### config.mk
export PLATFORM = sky130hd
export DESIGN_NAME = b3th_ctrl
export DESIGN_NICKNAME = d
export VERILOG_FILES = /design/src/rtl/core/b3th_pkg.sv /design/src/rtl/core/b3th_ctrl.sv
export SDC_FILE = /design/constraint.sdc
export NUM_CORES = 1
export LEC_CHECK = 0
export ABC_AREA = 0
export BUFFER_PORTS_ARGS = -buffer_cell sky130_fd_sc_hd__buf_4
export CAP_MARGIN = 5
export CORE_ASPECT_RATIO = 1.5
export CORE_UTILIZATION = 45
export DETAILED_ROUTE_END_ITERATION = 12
export GPL_TIMING_DRIVEN = 0
export PLACE_DENSITY = 0.73
export SLEW_MARGIN = 30
export SYNTH_ARGS = -nofsm -noshare
export SYNTH_HDL_FRONTEND = slang
export SYNTH_SLANG_ARGS = --single-unit
### constraint.sdc
create_clock -name clk -period 2.2 [get_ports clk]
set_input_delay 0.33 -clock clk [delete_from_list [all_inputs] [get_ports clk]]
set_output_delay 0.33 -clock clk [all_outputs]
set_load 0.01 [all_outputs]
### src/rtl/core/b3th_pkg.sv
// ----------------------------------------------------------------------------
// b3th_pkg: shared types and constants of the tree hasher
// word types, item and result words, flags, job codes, command and status
// ----------------------------------------------------------------------------
package b3th_pkg;

  typedef logic [31:0] word_t;
  typedef word_t [7:0]  cv_t;
  typedef word_t [15:0] msg_t;

  typedef struct packed {
    logic [1:0]  op;
    logic [7:0]  data_byte;
    logic [63:0] out_block_index;
  } item_t;

  typedef struct packed {
    logic [31:0] out_word;
    logic [3:0]  word_index;
    logic        last;
  } result_t;

  localparam logic [1:0] OP_ABSORB  = 2'd0;
  localparam logic [1:0] OP_SQUEEZE = 2'd1;
  localparam logic [1:0] OP_RESTART = 2'd2;

  localparam logic [1:0] MODE_PLAIN  = 2'd0;
  localparam logic [1:0] MODE_KEYED  = 2'd1;
  localparam logic [1:0] MODE_DK_CTX = 2'd2;
  localparam logic [1:0] MODE_DK_MAT = 2'd3;

  localparam logic [2:0] CFG_HASH_MODE = 3'd0;
  localparam logic [2:0] CFG_KEY_0     = 3'd1;
  localparam logic [2:0] CFG_KEY_1     = 3'd2;
  localparam logic [2:0] CFG_KEY_2     = 3'd3;
  localparam logic [2:0] CFG_KEY_3     = 3'd4;

  localparam logic [7:0] FLAG_CHUNK_START = 8'h01;
  localparam logic [7:0] FLAG_CHUNK_END   = 8'h02;
  localparam logic [7:0] FLAG_PARENT      = 8'h04;
  localparam logic [7:0] FLAG_ROOT        = 8'h08;
  localparam logic [7:0] FLAG_KEYED       = 8'h10;
  localparam logic [7:0] FLAG_DK_CONTEXT  = 8'h20;
  localparam logic [7:0] FLAG_DK_MATERIAL = 8'h40;

  localparam int CHUNK_BYTES  = 1024;
  localparam int BLOCK_BYTES  = 64;
  localparam int CHUNK_BLOCKS = CHUNK_BYTES / BLOCK_BYTES;

  localparam cv_t IV = {32'h5BE0CD19, 32'h1F83D9AB, 32'h9B05688C, 32'h510E527F,
                        32'hA54FF53A, 32'h3C6EF372, 32'hBB67AE85, 32'h6A09E667};

  typedef enum logic [2:0] {
    JOB_BLOCK       = 3'd0,
    JOB_CHUNK_END   = 3'd1,
    JOB_PARENT      = 3'd2,
    JOB_ROOT_CHUNK  = 3'd3,
    JOB_ROOT_PARENT = 3'd4
  } job_t;

  typedef struct packed {
    logic       latch_in;
    logic       absorb;
    logic       restart;
    logic       block_done;
    logic       take_cv;
    logic       total_load;
    logic       total_shift;
    logic       pop_read;
    logic       push_new;
    logic       walk_init;
    logic       walk_read;
    logic       start;
    job_t       job;
    logic [3:0] word_idx;
  } cmd_t;

  typedef struct packed {
    logic block_full;
    logic last_block;
    logic merge_more;
    logic stack_empty;
    logic walk_zero;
    logic comp_done;
    logic comp_busy;
  } sts_t;

  typedef struct packed {
    word_t a;
    word_t b;
    word_t c;
    word_t d;
  } quad_t;

  function automatic word_t rotr(word_t x, int n);
    return (x >> n) | (x << (32 - n));
  endfunction

  // one half of the mixing function; first half rotates 16/12, second 8/7
  function automatic quad_t half_g(word_t a, word_t b, word_t c, word_t d,
                                   word_t x, logic first);
    quad_t q;
    q.a = a + b + x;
    q.d = first ? rotr(d ^ q.a, 16) : rotr(d ^ q.a, 8);
    q.c = c + q.d;
    q.b = first ? rotr(b ^ q.c, 12) : rotr(b ^ q.c, 7);
    return q;
  endfunction

  function automatic logic [7:0] mode_flag(logic [1:0] mode);
    logic [7:0] f;
    unique case (mode)
      MODE_KEYED:  f = FLAG_KEYED;
      MODE_DK_CTX: f = FLAG_DK_CONTEXT;
      MODE_DK_MAT: f = FLAG_DK_MATERIAL;
      default:     f = 8'h00;
    endcase
    return f;
  endfunction

  function automatic cv_t select_key(logic [1:0] mode, logic [3:0][63:0] key);
    cv_t k;
    if (mode == MODE_KEYED || mode == MODE_DK_MAT) begin
      k = cv_t'(key);
    end else begin
      k = IV;
    end
    return k;
  endfunction

endpackage

### src/rtl/core/b3th_ctrl.sv
// ----------------------------------------------------------------------------
// b3th_ctrl: sequencing state machine
// absorb, block and chunk compression, merges, right edge walk, word output
// ----------------------------------------------------------------------------
module b3th_ctrl (
  input  logic            clk,
  input  logic            rst,
  input  logic            item_valid,
  input  logic [1:0]      item_op,
  output logic            item_stall,
  output logic            result_valid,
  input  logic            result_stall,
  output b3th_pkg::cmd_t  cmd,
  input  b3th_pkg::sts_t  sts
);

  typedef enum logic [13:0] {
    S_IDLE       = 14'b00000000000001,
    S_ABSORB     = 14'b00000000000010,
    S_BLK_WAIT   = 14'b00000000000100,
    S_END_WAIT   = 14'b00000000001000,
    S_MERGE_CHK  = 14'b00000000010000,
    S_MERGE_GO   = 14'b00000000100000,
    S_MERGE_WAIT = 14'b00000001000000,
    S_PUSH       = 14'b00000010000000,
    S_SQ_GO      = 14'b00000100000000,
    S_WALK_WAIT  = 14'b00001000000000,
    S_WALK_RD    = 14'b00010000000000,
    S_WALK_GO    = 14'b00100000000000,
    S_ROOT_WAIT  = 14'b01000000000000,
    S_OUT        = 14'b10000000000000
  } state_t;

  state_t     state, state_next;
  logic [3:0] word_idx, word_idx_next;
  logic       accept;

  assign accept       = item_valid && (state == S_IDLE);
  assign item_stall   = (state != S_IDLE);
  assign result_valid = (state == S_OUT);

  always_comb begin
    cmd           = '0;
    cmd.job       = b3th_pkg::JOB_BLOCK;
    cmd.word_idx  = word_idx;
    cmd.latch_in  = accept;
    state_next    = state;
    word_idx_next = word_idx;
    unique case (state)
      S_IDLE: begin
        if (item_valid) begin
          priority if (item_op == b3th_pkg::OP_ABSORB) begin
            if (sts.block_full && sts.last_block) begin
              cmd.start  = 1'b1;
              cmd.job    = b3th_pkg::JOB_CHUNK_END;
              state_next = S_END_WAIT;
            end else if (sts.block_full) begin
              cmd.start  = 1'b1;
              cmd.job    = b3th_pkg::JOB_BLOCK;
              state_next = S_BLK_WAIT;
            end else begin
              state_next = S_ABSORB;
            end
          end else if (item_op == b3th_pkg::OP_SQUEEZE) begin
            state_next = S_SQ_GO;
          end else if (item_op == b3th_pkg::OP_RESTART) begin
            cmd.restart = 1'b1;
          end else begin
          end
        end
      end
      S_ABSORB: begin
        cmd.absorb = 1'b1;
        state_next = S_IDLE;
      end
      S_BLK_WAIT: begin
        if (sts.comp_done) begin
          cmd.block_done = 1'b1;
          state_next     = S_ABSORB;
        end
      end
      S_END_WAIT: begin
        if (sts.comp_done) begin
          cmd.take_cv    = 1'b1;
          cmd.total_load = 1'b1;
          state_next     = S_MERGE_CHK;
        end
      end
      S_MERGE_CHK: begin
        if (sts.merge_more) begin
          cmd.pop_read = 1'b1;
          state_next   = S_MERGE_GO;
        end else begin
          state_next = S_PUSH;
        end
      end
      S_MERGE_GO: begin
        cmd.start  = 1'b1;
        cmd.job    = b3th_pkg::JOB_PARENT;
        state_next = S_MERGE_WAIT;
      end
      S_MERGE_WAIT: begin
        if (sts.comp_done) begin
          cmd.take_cv     = 1'b1;
          cmd.total_shift = 1'b1;
          state_next      = S_MERGE_CHK;
        end
      end
      S_PUSH: begin
        cmd.push_new = 1'b1;
        state_next   = S_ABSORB;
      end
      S_SQ_GO: begin
        cmd.start = 1'b1;
        if (sts.stack_empty) begin
          cmd.job    = b3th_pkg::JOB_ROOT_CHUNK;
          state_next = S_ROOT_WAIT;
        end else begin
          cmd.job       = b3th_pkg::JOB_CHUNK_END;
          cmd.walk_init = 1'b1;
          state_next    = S_WALK_WAIT;
        end
      end
      S_WALK_WAIT: begin
        if (sts.comp_done) begin
          cmd.take_cv = 1'b1;
          state_next  = S_WALK_RD;
        end
      end
      S_WALK_RD: begin
        cmd.walk_read = 1'b1;
        state_next    = S_WALK_GO;
      end
      S_WALK_GO: begin
        cmd.start = 1'b1;
        if (sts.walk_zero) begin
          cmd.job    = b3th_pkg::JOB_ROOT_PARENT;
          state_next = S_ROOT_WAIT;
        end else begin
          cmd.job    = b3th_pkg::JOB_PARENT;
          state_next = S_WALK_WAIT;
        end
      end
      S_ROOT_WAIT: begin
        if (sts.comp_done) begin
          word_idx_next = '0;
          state_next    = S_OUT;
        end
      end
      S_OUT: begin
        if (!result_stall) begin
          word_idx_next = word_idx + 4'd1;
          if (word_idx == 4'd15) begin
            state_next = S_IDLE;
          end
        end
      end
      default: begin
        state_next = S_IDLE;
      end
    endcase
  end

  always_ff @(posedge clk) begin
    if (rst) begin
      state    <= S_IDLE;
      word_idx <= '0;
    end else begin
      state    <= state_next;
      word_idx <= word_idx_next;
    end
  end

`ifndef SYNTHESIS
  a_start_free: assert property (@(posedge clk) disable iff (rst)
    cmd.start |-> !sts.comp_busy)
    else $error("compression started while unit busy");

  a_done_in_wait: assert property (@(posedge clk) disable iff (rst)
    sts.comp_done |-> (state == S_BLK_WAIT || state == S_END_WAIT ||
                       state == S_MERGE_WAIT || state == S_WALK_WAIT ||
                       state == S_ROOT_WAIT))
    else $error("compression finished outside a wait state");

  a_out_ends: assert property (@(posedge clk) disable iff (rst)
    (state == S_OUT && !result_stall && word_idx == 4'd15) |=> state == S_IDLE)
    else $error("no return to idle after last word");
`endif

endmodule

# Word-level counts from Yosys, hierarchy flattened
# Index checks and enable logic that the tools add are counted.
[op_classes]
n_eq_ne = 26
n_div = 0
shift = 0
order_cmp = 0
add_sub_neg = 1
muxes = 43
reduce_logical = 8
mul = 0
bitwise = 0
[op_table]
columns = ["operator", "count"]
rows = [
  ["case mux 14 bit (12 select lines)", 1],
  ["two-way mux 14 bit", 9],
  ["two-way mux 4 bit", 7],
  ["two-way mux 13 bit", 2],
  ["two-way mux 1 bit", 16],
  ["case mux 4 bit (4 select lines)", 1],
  ["== test 14 x 1 -> 1 bit, second input constant", 1],
  ["== test 14 x 10 -> 1 bit, second input constant", 1],
  ["== test 14 x 11 -> 1 bit, second input constant", 1],
  ["== test 14 x 12 -> 1 bit, second input constant", 1],
  ["== test 14 x 13 -> 1 bit, second input constant", 1],
  ["== test 14 bit, second input constant", 1],
  ["== test 14 x 2 -> 1 bit, second input constant", 1],
  ["== test 14 x 3 -> 1 bit, second input constant", 1],
  ["== test 14 x 4 -> 1 bit, second input constant", 1],
  ["== test 14 x 5 -> 1 bit, second input constant", 1],
  ["== test 14 x 6 -> 1 bit, second input constant", 1],
  ["== test 14 x 7 -> 1 bit, second input constant", 1],
  ["== test 14 x 8 -> 1 bit, second input constant", 1],
  ["== test 14 x 9 -> 1 bit, second input constant", 1],
  ["inequality test 14 x 1 -> 1 bit, second input constant", 1],
  ["inequality test 2 bit, second input constant", 5],
  ["two-way mux 8 bit", 1],
  ["case mux 4 bit (2 select lines)", 1],
  ["other kinds (15)", 20],
]
[totals]
mem_count = 0
inputBits = 13
ramBits = 0
output_inout_bits = 21
latch_bits = 0
reg_bits = 18
romBits = 0

# Depth between registers and ports, before layout
[depth]
word_depth = 6
mapped_depth = 8

# Worst setup path after synthesis
# OpenSTA, ideal clock, no wires.
[synth_timing]
path_kind = "reg2out"
from = "register state[6]"
to = "output cmd[16] in the netlist's numbering"
path_slack_ps = 37
arrival_time_ps = 1833
path_buffers = 1
stages_incl_launch_ff = 7
cell_sequence = "dfxtp_1 > buf_6 > or4_4 > nor4_4 > and4_4 > nand2_1 > nor3b_1"
[synth_rtl]
columns = ["element", "line", "text"]
rows = [
  ["start: declaration", "b3th_ctrl.sv:34", "state_t state, state_next;"],
  ["start signal: assignment", "b3th_ctrl.sv:169", "state <= state_next;"],
  ["end: declaration", "b3th_ctrl.sv:13", "output b3th_pkg::cmd_t cmd,"],
]

==> results.json <==
{
  "grt_remaining_overflow": 0,
  "io_pins": 34,
  "initial_utilization_pct": 46.8,
  "switching_share_pct": 32.7,
  "synthesis.area_per_instance_sq_um": 8.00,
  "rows": 23,
  "worstRegToRegCells": 8,
  "area_delta_synth_final_pct": 41.2,
  "finalMaxSlewViolations": 0,
  "holdPathStages": 2,
  "die_w_microns": 44.9,
  "detailedPlacementHpwl_mm": 2.73,
  "portion_of_total_power_attributed_to_the_clock_network_pct": 23.5,
  "average_wire_length_per_cell_after_detail_routing_microns": 15.8,
  "drcViolationCount": 0,
  "cts_hold_repair.buffers": 0,
  "min_period_over_period_pct": 112,
  "grt_antenna_before_repair": 0,
  "violations": "setup timing",
  "grt_setup_unrepaired": "yes",
  "instances_no_fill": 237,
  "post_synth_num_cell_types": 45,
  "clk-insertion-delay-late_ps": 250,
  "tritoncts.num_buffers": 3,
  "worstSetupStartpointType": "register",
  "num_antenna_cells": 0,
  "drt_pre_antenna_iters": 4,
  "tritoncts": "yes",
  "worst_pin_slew_ps": 510,
  "totalWireLength_mm": 3.74,
  "grt_usage_pct": 27.5,
  "fp.coreArea_sq_mm": 0.00265,
  "switching_power_uw": 320,
  "report.final.setup_viol": 13,
  "gpl.final_weighted_congestion": 0.939,
  "fin_worst_skew_ps": 7.27,
  "fraction_of_layout_cells_with_a_size_suffix_above_1_pct": 38.5,
  "dp_cells": 224,
  "power_frac_comb_pct": 40.9,
  "seqCellArea_sq_um": 365,
  "crit_type": "reg -> out",
  "ir_worst_vdd_mv": 0.497,
  "dp_slack_ps": -125,
  "via_count": 1345,
  "sequentialPowerShare_pct": 35.6,
  "worst_max_slew_margin_expressed_relative_to_the_limit_pct": 65.8,
  "detail_route.iter0.violations": 28,
  "timing.max_cap.violations": 0,
  "grt_start_max_net_pins": 11,
  "p_leak_uw": 0.000753,
  "nets": 216,
  "synth-warning-count": 0,
  "grt_first_pass_wirelength_mm": 6.03,
  "layout.filler_cells": 237,
  "finalHoldViolations": 0,
  "synthesis.instances": 155,
  "worstPathArrival_ps": 2140,
  "period_minus_slack_ps": 2470,
  "pwr_density_cell_mw_per_mm2": 559,
  "die_area_sq_mm": 0.00297,
  "clock_path_buffers": 2,
  "power.internal_uw": 659,
  "area_of_the_multi_input_gates_sq_um": 857,
  "outcome": "complete, but fails checks",
  "clock.fmax_mhz": 404,
  "setup.worst_path.end_class": "output pin",
  "post_synth_instance_area_sq_mm": 0.00124,
  "cp.required_ps": 1870,
  "worst_slack_ps": -273,
  "clkSlewWorstSetupHoldPaths_ps": 70,
  "clock_tree.root_cell": "clkbuf_8",
  "total_number_of_clock_tree_sinks": 18,
  "postSynthNetCount": 169,
  "via_count_of_the_first_global_routing_pass": 1314,
  "count_of_buffers_inserted_at_the_top_level_ports": 32,
  "crit_path_max_fanout": 5,
  "routed_via_density": 5.68,
  "die_extent_in_y_microns": 66.3,
  "hold_class": "in -> reg",
  "synth_seq_area_share_pct": 29.1,
  "h_tree_level_count": 1,
  "postRouteAntennaNets": 0,
  "ys_seq_elements": 18
}
-- logic make-up (layout without fill, tap and decap cells) --
logic type               Yosys count  in the layout  share of synthesized area (%)
AND/OR/NAND/NOR                   91             91                           44.6
multiplexers                       1              1                          0.807
buffers and inverters             15             60                           8.17
flip-flops                        18             18                           29.1
XOR/XNOR                           5              5                           3.53
adder cells (fa/ha/maj)            1              1                           1.01
AO/OA/AOI/OAI                     24             24                           12.8
-- routing by layer --
layer  GRT usage, %  up-vias  share of wire [%]
met1           28.7      628                 37
met2           53.5       48                 57
met4           9.85        0                2.4
met3           3.28       10                3.8
met5              0        -                  0
li1               -      659                  -
-- final timing paths --
path / from / to / slack [ps]
hold reg to reg: word_idx[1] / word_idx[1] / 530
setup / recovery: state[7] / cmd[7] / -270
hold / removal: sts[4] / state[7] / 230
setup reg to reg: state[7] / state[3] / -10
-- critical path, cell delays in order (launching register included) --
cell and delay, ps:
dfxtp_4 370, or4_4 530, nor4_4 250, and4_4 310
nand2_4 80, o2111ai_1 200, buf_4 150
-- timing repair --
item                       CTS  global route
setup endpoints to repair   14            28
pin swaps                    9            10
gates cloned                 0             0
gates resized for setup     12            17
buffers inserted             7             7
-- state kept, by name, indices dropped and copies added (netlist names) --
signal / count
state: 14
word_idx: 4
-- stage by stage --
step / total power (uW) / hold WS (ps) / area [sq um] / TNS [ps] / utilization, %
2_1_floorplan: 557 / 409 / 1240 / 0 / -
3_3_place_gp: 645 / 503 / 1530 / -421 / 57.7
3_5_place_dp: 648 / 510 / 1530 / -587 / 57.7
4_1_cts: 923 / 230 / 1660 / -3070 / 62.7
5_1_grt: 1030 / 232 / 1750 / -3350 / 66.1
6_report: 979 / 227 / 1750 / -1760 / 66.1
-- layout by cell type, fill, tap and decap left out, drive strengths merged --
cell type  netlist  routed
clkbuf           3       6
a311oi           2       2
nor3            12      12
a21oi            8       8
or2              1       1
a41oi            2       2
or2b             1       1
dfxtp           18      18
o21ai            5       5
o211ai           1       1
nand3            5       5
nand2b           1       1
nor2            14      14
nor2b            3       3
inv              9       9
o2111ai          1       1
and3b            1       1
a21o             1       1
and2             4       4
nand3b           5       5
and4             2       2
nor4             7       7
nor4bb           1       1
nor4b            1       1
or3              3       3
o31ai            2       2
nand4            7       7
buf              3      45
nand2           15      15
nor3b            3       3
mux2i            1       1
and3             3       3
a31oi            2       2
xor2             3       3
xnor2            2       2
ha               1       1
or4              1       1
or4b             1       1
-- power by group through the flow --
stage | Clock [uW] | Sequential, uW | Combinational (uW)
final | 230 | 349 | 400
after global routing | 248 | 350 | 432
after CTS | 233 | 349 | 340
after detailed placement | 0 | 357 | 292
after global placement | 0 | 356 | 289
after floorplan | 0 | 353 | 204
-- final cells by class --
| cell class | count | share of cell area [%] |
|---|---|---|
| plain buffers | 3 | 2.36 |
| flip-flops and latches | 18 | 20.9 |
| clock buffers | 3 | 2.36 |
| inverters | 9 | 2.22 |
| well taps | 37 | 2.64 |
| repair buffers | 45 | 20.6 |
| multi-input cells | 122 | 49.0 |
-- cells in the mapped netlist --
library cell  instances  area share, %
or2_2                 1           0.50
nor3_1               12            4.8
o31ai_1               2            1.2
o211ai_1              1           0.61
and3b_2               1           0.81
nand3_1               5            2.0
a31oi_1               2            1.0
a21oi_1               8            3.2
or2b_2                1           0.71
mux2i_1               1           0.81
inv_1                 8            2.4
o2111ai_1             1           0.71
o21ai_0               5            2.0
nor4b_1               1           0.71
and4_1                1           0.71
buf_6                 1           0.91
or4_4                 1           0.91
inv_2                 1           0.30
a41oi_2               1            1.3
nor4_4                2            3.4
buf_4                 2            1.2
nand4_1               7            3.5
and2_2                2            1.2
nor4bb_1              1           0.81
nor2b_1               3            1.5
nor3b_1               3            1.8
dfxtp_1              18             29
xor2_1                3            2.1
nand2b_1              1           0.50
a21o_1                1           0.61
and2_1                2            1.0
nand2_1              15            4.5
nand3b_1              5            3.0
clkbuf_8              3            3.3
a41oi_1               1           0.71
and3_1                3            1.5
nor4_2                1            1.0
xnor2_1               2            1.4
or4b_2                1           0.81
ha_1                  1            1.0
a311oi_1              2            1.4
or3_1                 3            1.5
and4_4                1           0.91
nor2_1               14            4.2
nor4_1                4            2.0
No activity file was read; power rests on OpenSTA's default activity.
